==> config.mk <==
export PLATFORM = sky130hd
export DESIGN_NAME = lpiv_ctrl
export DESIGN_NICKNAME = d
export VERILOG_FILES = /design/src/hdl/lpiv_pkg.sv /design/src/hdl/lpiv_ctrl.sv
export SDC_FILE = /design/constraint.sdc
export NUM_CORES = 1
export LEC_CHECK = 0
export ABC_CLOCK_PERIOD_IN_PS = 1900
export BUFFER_PORTS_ARGS = -buffer_cell sky130_fd_sc_hd__buf_2
export CAP_MARGIN = 20
export CORE_ASPECT_RATIO = 1.4
export CORE_MARGIN = 2
export CORE_UTILIZATION = 30
export DETAILED_ROUTE_END_ITERATION = 12
export SETUP_SLACK_MARGIN = 0.05
export SYNTH_ARGS = -nofsm -noshare
export SYNTH_HDL_FRONTEND = slang
export SYNTH_SLANG_ARGS = --single-unit
==> constraint.sdc <==
create_clock -name aclk -period 1.9 [get_ports aclk]
set_input_delay 0.095 -clock aclk [delete_from_list [all_inputs] [get_ports aclk]]
set_output_delay 0.095 -clock aclk [all_outputs]
set_load 0.02 [all_outputs]
==> src/hdl/lpiv_pkg.sv <==
// Shared types and constants for the line pair intersection voter.
`default_nettype none
package lpiv_pkg;

    localparam int CMD_W    = 2;
    localparam int COL_IN_W = 10;
    localparam int ROW_IN_W = 9;
    localparam int VAL_W    = 8;
    localparam int WT_W     = 10;

    localparam logic [CMD_W-1:0] CMD_VOTE   = 2'd0;
    localparam logic [CMD_W-1:0] CMD_RD_PIX = 2'd1;
    localparam logic [CMD_W-1:0] CMD_RD_ROW = 2'd2;

    localparam logic [VAL_W-1:0] SAT_MAX       = 8'd255;
    localparam logic [VAL_W-1:0] HORIZON_RESET = 8'd100;
    localparam logic [WT_W-1:0]  WEIGHT_MAX    = 10'd1023;

    // datapath widths
    localparam int OPA_W  = 12;  // line coefficients a, b
    localparam int OPB_W  = 23;  // endpoints, coefficients or c terms
    localparam int PROD_W = 35;
    localparam int C_W    = 23;
    localparam int DET_W  = 23;
    localparam int NUM_W  = 33;
    localparam int SQ_W   = 22;  // squared segment length
    localparam int RT_W   = SQ_W / 2;

    localparam int MUL_STEPS = 14;
    localparam int STEP_W    = 4;
    localparam int DIV_STEPS = NUM_W;
    localparam int CNT_W     = 6;

    typedef logic [STEP_W-1:0] step_t;

    typedef struct packed {
        logic  capture;
        logic  mul_en;
        step_t mul_step;
        logic  iter_start;
        logic  iter_step;
        logic  pt_load;
        logic  addr_load;
        logic  mem_rd;
        logic  mem_wr;
        logic  out_load;
        logic  clr_step;
    } dp_cmd_t;

    typedef struct packed {
        logic clr_last;
        logic out_busy;
    } dp_stat_t;

endpackage
`default_nettype wire

==> src/hdl/lpiv_ctrl.sv <==
// Controller state machine sequencing clear, multiply, divide, store access and output.
`default_nettype none
module lpiv_ctrl (
    input  wire logic               aclk,
    input  wire logic               aresetn,
    input  wire logic               s_valid,
    input  wire logic [1:0]         s_command,
    input  wire lpiv_pkg::dp_stat_t stat,
    output logic                    s_ready,
    output lpiv_pkg::dp_cmd_t       cmd
);

    localparam logic [3:0] S_CLEAR = 4'd0;
    localparam logic [3:0] S_IDLE  = 4'd1;
    localparam logic [3:0] S_MUL   = 4'd2;
    localparam logic [3:0] S_DIVI  = 4'd3;
    localparam logic [3:0] S_DIV   = 4'd4;
    localparam logic [3:0] S_PT    = 4'd5;
    localparam logic [3:0] S_ADDR  = 4'd6;
    localparam logic [3:0] S_RD    = 4'd7;
    localparam logic [3:0] S_MOD   = 4'd8;
    localparam logic [3:0] S_DONE  = 4'd9;

    localparam int CNT_W = lpiv_pkg::CNT_W;

    logic [3:0]       state_reg, state_next;
    logic [CNT_W-1:0] cnt_reg, cnt_next;

    always_comb begin
        state_next = state_reg;
        cnt_next   = cnt_reg;
        s_ready    = 1'b0;
        cmd        = '0;
        case (state_reg)
            S_CLEAR: begin
                cmd.clr_step = 1'b1;
                if (stat.clr_last) begin
                    state_next = S_IDLE;
                end
            end
            S_IDLE: begin
                s_ready = 1'b1;
                if (s_valid) begin
                    cmd.capture = 1'b1;
                    cnt_next    = '0;
                    state_next  = (s_command == lpiv_pkg::CMD_VOTE) ? S_MUL : S_PT;
                end
            end
            S_MUL: begin
                // a final pass with no product issued drains the last accumulate
                if (cnt_reg < CNT_W'(lpiv_pkg::MUL_STEPS)) begin
                    cmd.mul_en   = 1'b1;
                    cmd.mul_step = cnt_reg[lpiv_pkg::STEP_W-1:0];
                    cnt_next     = cnt_reg + 1'b1;
                end else begin
                    state_next = S_DIVI;
                end
            end
            S_DIVI: begin
                cmd.iter_start = 1'b1;
                cnt_next       = '0;
                state_next     = S_DIV;
            end
            S_DIV: begin
                cmd.iter_step = 1'b1;
                cnt_next      = cnt_reg + 1'b1;
                if (cnt_reg == CNT_W'(lpiv_pkg::DIV_STEPS - 1)) begin
                    state_next = S_PT;
                end
            end
            S_PT: begin
                cmd.pt_load = 1'b1;
                state_next  = S_ADDR;
            end
            S_ADDR: begin
                cmd.addr_load = 1'b1;
                state_next    = S_RD;
            end
            S_RD: begin
                cmd.mem_rd = 1'b1;
                state_next = S_MOD;
            end
            S_MOD: begin
                cmd.mem_wr = 1'b1;
                state_next = S_DONE;
            end
            S_DONE: begin
                if (!stat.out_busy) begin
                    cmd.out_load = 1'b1;
                    state_next   = S_IDLE;
                end
            end
            default: begin
                state_next = S_IDLE;
            end
        endcase
    end

    always_ff @(posedge aclk) begin
        if (!aresetn) begin
            state_reg <= S_CLEAR;
            cnt_reg   <= '0;
        end else begin
            state_reg <= state_next;
            cnt_reg   <= cnt_next;
        end
    end

    a_one_in_flight: assert property (@(posedge aclk) disable iff (!aresetn)
        s_valid && s_ready |=> !s_ready)
        else $error("second request accepted while one is in flight");

endmodule
`default_nettype wire

# Yosys cells after proc, flatten, opt, wreduce, memory -nomap -nowiden
# Index checks and enable logic that the tools add are counted.
[totals] register_bits=10 out_inout_bits=15 word_cells=49
[classes] n_addsub=1 magnitude_cmp=1 n_eq_ne=16 mux=24 n_reduce_logical=5
[ops] cell="$pmux 4 s10" n=1
[ops] cell="$pmux 6 s4" n=1
[ops] cell="$mux 4" n=5
[ops] cell="$eq 4x3->1 const B" n=4
[ops] cell="$mux 1" n=12
[ops] cell="$mux 6" n=2
[ops] cell="$ne 2x2->1 const B" n=6
[ops] cell="$mux 5" n=2
[ops] cell="$eq 4x2->1 const B" n=2
[ops] cell="$eq 4x4->1 const B" n=2
[ops] cell="$add 6x1->6 const B" n=1
[ops] cell="$eq 6x6->1 const B" n=1
[ops] cell="$lt 6x4->1 const B" n=1
[ops] cell="$reduce_and 5->1" n=1
[ops] cell="$eq 4x1->1 const B" n=1
[ops] cell="$logic_not 4->1" n=1
[ops] cell="$reduce_bool 4->1" n=1
[ops] cell="$mux 3" n=1
[ops] cell="$reduce_and 3->1" n=1
[ops] cell="$logic_not 2->1" n=1

# Logic depth before layout (Yosys ltp)
# Gate-level depths: netlist (run 1).
[logic_depth] ltp_word=4 mapped_depth=6

# Worst setup path before layout (run 1)
# Ideal clock, no wire load.
[synth_timing] path_kind="reg-to-reg" start="register state_reg[0]" end="register state_reg[0]" setup_ns=0.116 arrival_ns=1.690 required_ns=1.784 path_slack_ns=0.094 path_stages_with_launch=5 path_buffers=0 period_less_slack_ns=1.806 cell_sequence="dfxtp_1 > nand2b_4 > nor3_1 > a2111oi_4 > o211a_1"
[synth_between] elab_chain_len=3 word_cells_on_any_way=17 cone_classes="eq/ne (14); mux (1); reduce/logical (2)"
[synth_rtl] element="from (decl)" line="lpiv_ctrl.sv:26" rtl="logic [3:0] state_reg, state_next;"
[synth_rtl] element="from (signal assigned)" line="lpiv_ctrl.sv:104" rtl="state_reg <= state_next;"
[synth_rtl] element="$eq 4x3->1 (tied with other cells)" line="lpiv_ctrl.sv:34" rtl="case (state_reg)"
[synth_rtl] element="$ne 2x2->1 (no source line)"
[synth_rtl] element="$reduce_and 5->1 (no source line)"
# Parallel ways exist; a longest one is shown, timed or not.
# A chain may end at the register's enable or synchronous reset.

# Worst setup path in the final report (run 1)
[layout_timing] start="register cnt_reg[3]" end="register cnt_reg[5]"
[layout_between] elab_chain_len=3 word_cells_on_any_way=6 cone_classes="add/sub (1); order compare (1); eq/ne (1); mux (2); reduce/logical (1)"
[layout_rtl] element="from (decl)" line="lpiv_ctrl.sv:27" rtl="logic [CNT_W-1:0] cnt_reg, cnt_next;"
[layout_rtl] element="from (signal assigned)" line="lpiv_ctrl.sv:105" rtl="cnt_reg <= cnt_next;"
[layout_rtl] element="$add 6x1->6 / $lt 6x4->1 (equally long branches)" line="lpiv_ctrl.sv:54, lpiv_ctrl.sv:66, lpiv_ctrl.sv:51"
[layout_rtl] element="$mux 6 / $ne 2x2->1 (equally long branches)"
[layout_rtl] element="$pmux 6 s4 / $reduce_and 3->1 (equally long branches)"
# Parallel ways exist; a longest one is shown, timed or not. The select of a mux whose other input is x is not followed.

==> results of run 1 <==
## area by class of cell
cell class,count,area [um2],share of cell area
multi-input cells,74,512,0.525
flip-flops and latches,10,206,0.212
repair buffers,30,173,0.177
well taps,34,42.5,0.0436
clock buffers,3,22.5,0.0231
inverters,5,18.8,0.0193
## cell families after synthesis
kind of cell             count (synthesis)  share of synthesized area
adder cells (fa/ha/maj)                  2                     0.0326
AND/OR/NAND/NOR                         43                      0.347
buffers and inverters                   10                     0.0767
AO/OA/AOI/OAI                           27                      0.259
flip-flops                              10                      0.261
XOR/XNOR                                 2                     0.0228
## critical path: stages, from the launching register on
cell and delay [ps]:
dfxtp_2 350, a311o_1 410, buf_4 160, nor3_4 150
o21ai_2 110, or4_1 470, nand2_1 70
## per-stage QoR
step | hold WS, ps | power, mW
floorplan | 279 | 0.648
global placement | 448 | 0.785
detailed placement | 452 | 0.793
CTS | 168 | 0.944
global route | 165 | 1.01
finish | 168 | 0.948
## path summary, 6_finish.rpt
| check | slack, ps | endpoint | cells past startpoint | start |
|---|---|---|---|---|
| min | 170 | state_reg[1]$_SDFFE_PN0P_ | 3 | aresetn |
| min reg2reg | 530 | cnt_reg[0]$_SDFFE_PN0P_ | 2 | cnt_reg[0]$_SDFFE_PN0P_ |
| max | 130 | cnt_reg[5]$_SDFFE_PN0P_ | 6 | cnt_reg[3]$_SDFFE_PN0P_ |
| max reg2reg | 130 | cnt_reg[5]$_SDFFE_PN0P_ | 6 | cnt_reg[3]$_SDFFE_PN0P_ |
## synthesized netlist by cell type, types with 3 or more instances
master and count:
dfxtp_1 10, nor2_1 9, nand2_1 6, o21ai_0 6, inv_1 5, nand3_1 5, nor3_1 5, o211ai_1 4
a21oi_1 3, and2_1 3, o21ai_1 3
## metal layers
layer  up-vias  GRT usage
li1        402          -
met1       392      0.139
met2        11      0.252
met3         2     0.0169
met4         0     0.0694
met5         -          0
## power by group through the flow
| stage | Clock (mW) | Sequential [mW] | Combinational [mW] |
|---|---|---|---|
| after detailed placement | 0 | 0.313 | 0.480 |
| after global routing | 0.160 | 0.323 | 0.531 |
| final | 0.144 | 0.315 | 0.488 |
| after floorplan | 0 | 0.272 | 0.377 |
| after CTS | 0.151 | 0.309 | 0.484 |
| after global placement | 0 | 0.311 | 0.474 |
## repair_timing
item	4_1_cts	5_1_grt
pin swaps	2	3
endpoints found under the hold margin	0	0
cloned	0	0
endpoints found under the setup margin	4	9
buffers inserted	2	0
gates resized for setup	2	4
==> out/results.ini, run 1 <==
[status]
status=completed

[timing]
worstMarginPinSlew_ps=488
setup_tns_ps=0
slew_headroom=0.672
drv_slew=0
setup_viol=0
final_hold_viol_count=0
setup_slack_ps=129
rsz0062_at_grt=yes
final.period_utilization=0.932
skew_ps=2.59
max_clock_freq_ghz=0.565
period_needed_ps=1770

[power_and_ir_drop]
p_seq_frac=0.333
pwr-share-clk=0.152
power_switching_mw=0.422
pwr_density_cell_nw_per_um2=972
combinationalPowerShare=0.515
peakVddDrop_uv=514
p_leak_nw=0.401
p_int_mw=0.526
switching_share=0.445

[critical_path]
cp_max_fo=6
cp-start-kind=register
cp_data_arrival_time_ps=1980
cp-end-kind=register
crit_required_ps=2110
path_class=reg -> reg

[drt]
drt_iter0_drc=12
wl_per_cell_um=12.4
route.detailed.drc=0
dr.pass1.iters=4
top_layer_used=met4
wl_met3_um=61
totalWireLength_um=1930
wl_met1_um=769
vias=807
met2WireLength_um=1080
viasPerCell=5.17
ant_nets=0

[global_route]
grt.overflow.total=0
grt_max_degree=14
grt_pass1_vias=713
grt.total_usage=0.137
antenna_found_initial=0
grt_pass1_wl_um=2980

[floorplanning]
fp.dieW_um=46.7
io_pins=22
design.core.area_um2=2420
rows=21
start_util=0.317
die_height_um=63.8
die_area_um2=2980

[place]
dpl-instance-area_um2=927
place.gp.congestion=0.803
dp_cells=151
dp_slack_ps=118
io_buffer_count=21
detailed_place_hpwl_um=1510

[clocking]
clock-sinks=10
insertion_delay_ps=260
clockRootBuffer=clkbuf_4
cts_buffers=3
cts_hold_buf=0
clk_pin_slew_worst_paths_ps=70
h-tree-depth=1
ctsLongestPathBuffers=2
cts_tree=yes

[yosys]
yosysWarningCount=0
post_synth.cell_area_avg_um2=8.16
synthDistinctLibCells=39
syn-num-nets=103
synth_ff_type=dfxtp_1
synthTopCellsByArea=dfxtp_1 26%, nor2_1 4.4%, o21ai_0 3.9%
yosys_register_bits=10
synthArstFlopShare=0
synth_area_um2=767
yosysTopAreaCell=dfxtp_1
synth-seq-area-share=0.261
synth_cells=94
synth_edf_count=0
netlist.area_leader.share=0.261

[finish]
areaGrowthSynthToFinish_pct=27.1
final_cells=156
drive_above_1_share=0.377
fin_util=0.403
final_area_um2=975
largest_reg_flops=6
fill_cells=264
final_common_cell=buf_2
final_cell_mix=21 x buf_2, 9 x nor2_1, 9 x buf_4
diodes=0
nets=133

[job]
drv_cap=0

[hold_path]
hp-class=in -> reg

Power figures use the tool's default switching activity.
==> run 2, diff against run 1 <==
--- a/config.mk
+++ b/config.mk
@@ -5,13 +5,13 @@
 export SDC_FILE = /design/constraint.sdc
 export NUM_CORES = 1
 export LEC_CHECK = 0
-export ABC_CLOCK_PERIOD_IN_PS = 1900
 export BUFFER_PORTS_ARGS = -buffer_cell sky130_fd_sc_hd__buf_2
 export CAP_MARGIN = 20
 export CORE_ASPECT_RATIO = 1.4
 export CORE_MARGIN = 2
 export CORE_UTILIZATION = 30
 export DETAILED_ROUTE_END_ITERATION = 12
+export GPL_TIMING_DRIVEN = 0
 export SETUP_SLACK_MARGIN = 0.05
 export SYNTH_ARGS = -nofsm -noshare
 export SYNTH_HDL_FRONTEND = slang
==> out/results.ini, run 2 (synthesis gave the netlist of run 1 again) <==
[finish]
largest_reg_flops=6
final_cells=154
fill_cells=268
drive_above_1_share=0.367
fin_util=0.418
final_cell_mix=18 x buf_2, 9 x nor2_1, 7 x dfxtp_1
diodes=0
areaGrowthSynthToFinish_pct=31.6
nets=130
final_common_cell=buf_2

[critical_path]
cp-start-kind=register
crit_required_ps=1800
cp_max_fo=6
worstPathCellList=a311o_1 -> nor4_4 -> and2_1 -> buf_6
path_class=reg -> out
cp-end-kind=output port
path_buf_inv=1
path_delay_family=simple AND/OR/NAND/NOR gates
cp_data_arrival_time_ps=1690
worst_path_max_delay_cell=a311o_1
slowest_delay_ps=430

[clocking]
clk_pin_slew_worst_paths_ps=70
insertion_delay_ps=270
cts_buffers=3
cts_tree=yes
ctsLongestPathBuffers=2
h-tree-depth=1
clockRootBuffer=clkbuf_4
clock-sinks=10

[floorplanning]
rows=21
die_area_um2=2980
start_util=0.317
die_height_um=63.8
io_pins=22
fp.dieW_um=46.7
design.core.area_um2=2420

[timing]
worstMarginPinSlew_ps=479
drv_slew=0
hold_slack_ps=155
period_needed_ps=1790
max_clock_freq_ghz=0.560
setup_slack_ps=115
setup_viol=0
skew_ps=1.91
slew_headroom=0.678
final_hold_viol_count=0
final.period_utilization=0.939
rsz0062_at_grt=yes

[place]
place.gp.congestion=0.753
detailed_place_hpwl_um=1540
dp_slack_ps=164
io_buffer_count=21
dp_cells=149

[drt]
ant_nets=0
vias=811
dr.pass1.iters=4
totalWireLength_um=2030
wl_per_cell_um=13.2
viasPerCell=5.27
route.detailed.drc=0
drt_iter0_drc=11

[hold_path]
hp-class=in -> reg

[global_route]
grt.overflow.total=0
grt.total_usage=0.144
grt_pass1_wl_um=3160
grt_pass1_vias=711
grt_max_degree=11
antenna_found_initial=0

[status]
status=completed

[job]
drv_cap=0

[power_and_ir_drop]
peakVddDrop_uv=402
pwr_density_cell_nw_per_um2=972
p_leak_nw=0.400

## run 2: changes by cell type in the layout (fill, tap and decap cells not counted), moves of 2 or more
cell,delta
dfxtp_1,+2
clkbuf_1,+2
buf_2,-3
buf_6,+4
clkbuf_8,+3
and2_4,+3
buf_4,-8
and2_1,-2
dfxtp_2,-3
## run 2: path summary, 6_finish.rpt
kind	from	end	slack (ps)	depth (start not counted)
setup / recovery	cnt_reg[2]$_SDFFE_PN0P_	cmd[10]	110	4
hold / removal	aresetn	cnt_reg[2]$_SDFFE_PN0P_	150	3
setup reg to reg	state_reg[1]$_SDFFE_PN0P_	cnt_reg[5]$_SDFFE_PN0P_	150	6
hold reg to reg	cnt_reg[1]$_SDFFE_PN0P_	cnt_reg[1]$_SDFFE_PN0P_	520	2
## run 2: metal layers
| layer | GRT usage | up-vias | part of all wire |
|---|---|---|---|
| met2 | 0.255 | 19 | 0.58 |
| met4 | 0.0694 | 0 | 0.0074 |
| met1 | 0.158 | 392 | 0.37 |
| met3 | 0.0169 | 2 | 0.034 |
| li1 | - | 398 | - |
| met5 | 0 | - | 0 |
## run 2: through the flow
step | total power [mW] | area (um2) | setup TNS (ps)
2_1_floorplan | 0.648 | 767 | 0
3_3_place_gp | 0.767 | 915 | 0
3_5_place_dp | 0.780 | 915 | 0
4_1_cts | 0.982 | 958 | 0
5_1_grt | 1.05 | 1010 | -0.662
6_report | 0.981 | 1010 | 0
## run 2: layout make-up
| cell class | instances | area [um2] | area share |
|---|---|---|---|
| plain buffers | 5 | 40.0 | 0.0397 |
| clock buffers | 4 | 36.3 | 0.0359 |
| inverters | 5 | 18.8 | 0.0186 |
| multi-input cells | 74 | 528 | 0.523 |
| flip-flops and latches | 10 | 206 | 0.204 |
| well taps | 34 | 42.5 | 0.0421 |
| repair buffers | 22 | 138 | 0.136 |
## run 2: power by group
group | switching, mW | internal, mW | leakage, nW
combinational | 0.313 | 0.194 | 0.296
sequential | 0.0454 | 0.231 | 0.0829
clock | 0.0811 | 0.116 | 0.0210
total | 0.440 | 0.541 | 0.400
## run 2: worst min-delay path: stages
cell,delay (ps)
buf_2,100
o31ai_1,120
nor2_1,60
## run 2: timing repair
item,in CTS,in global routing
resized for setup,0,18
hold buffers,0,0
gates cloned,0,0
buffers inserted,1,0
pin swaps,0,2
setup endpoints to repair,4,8
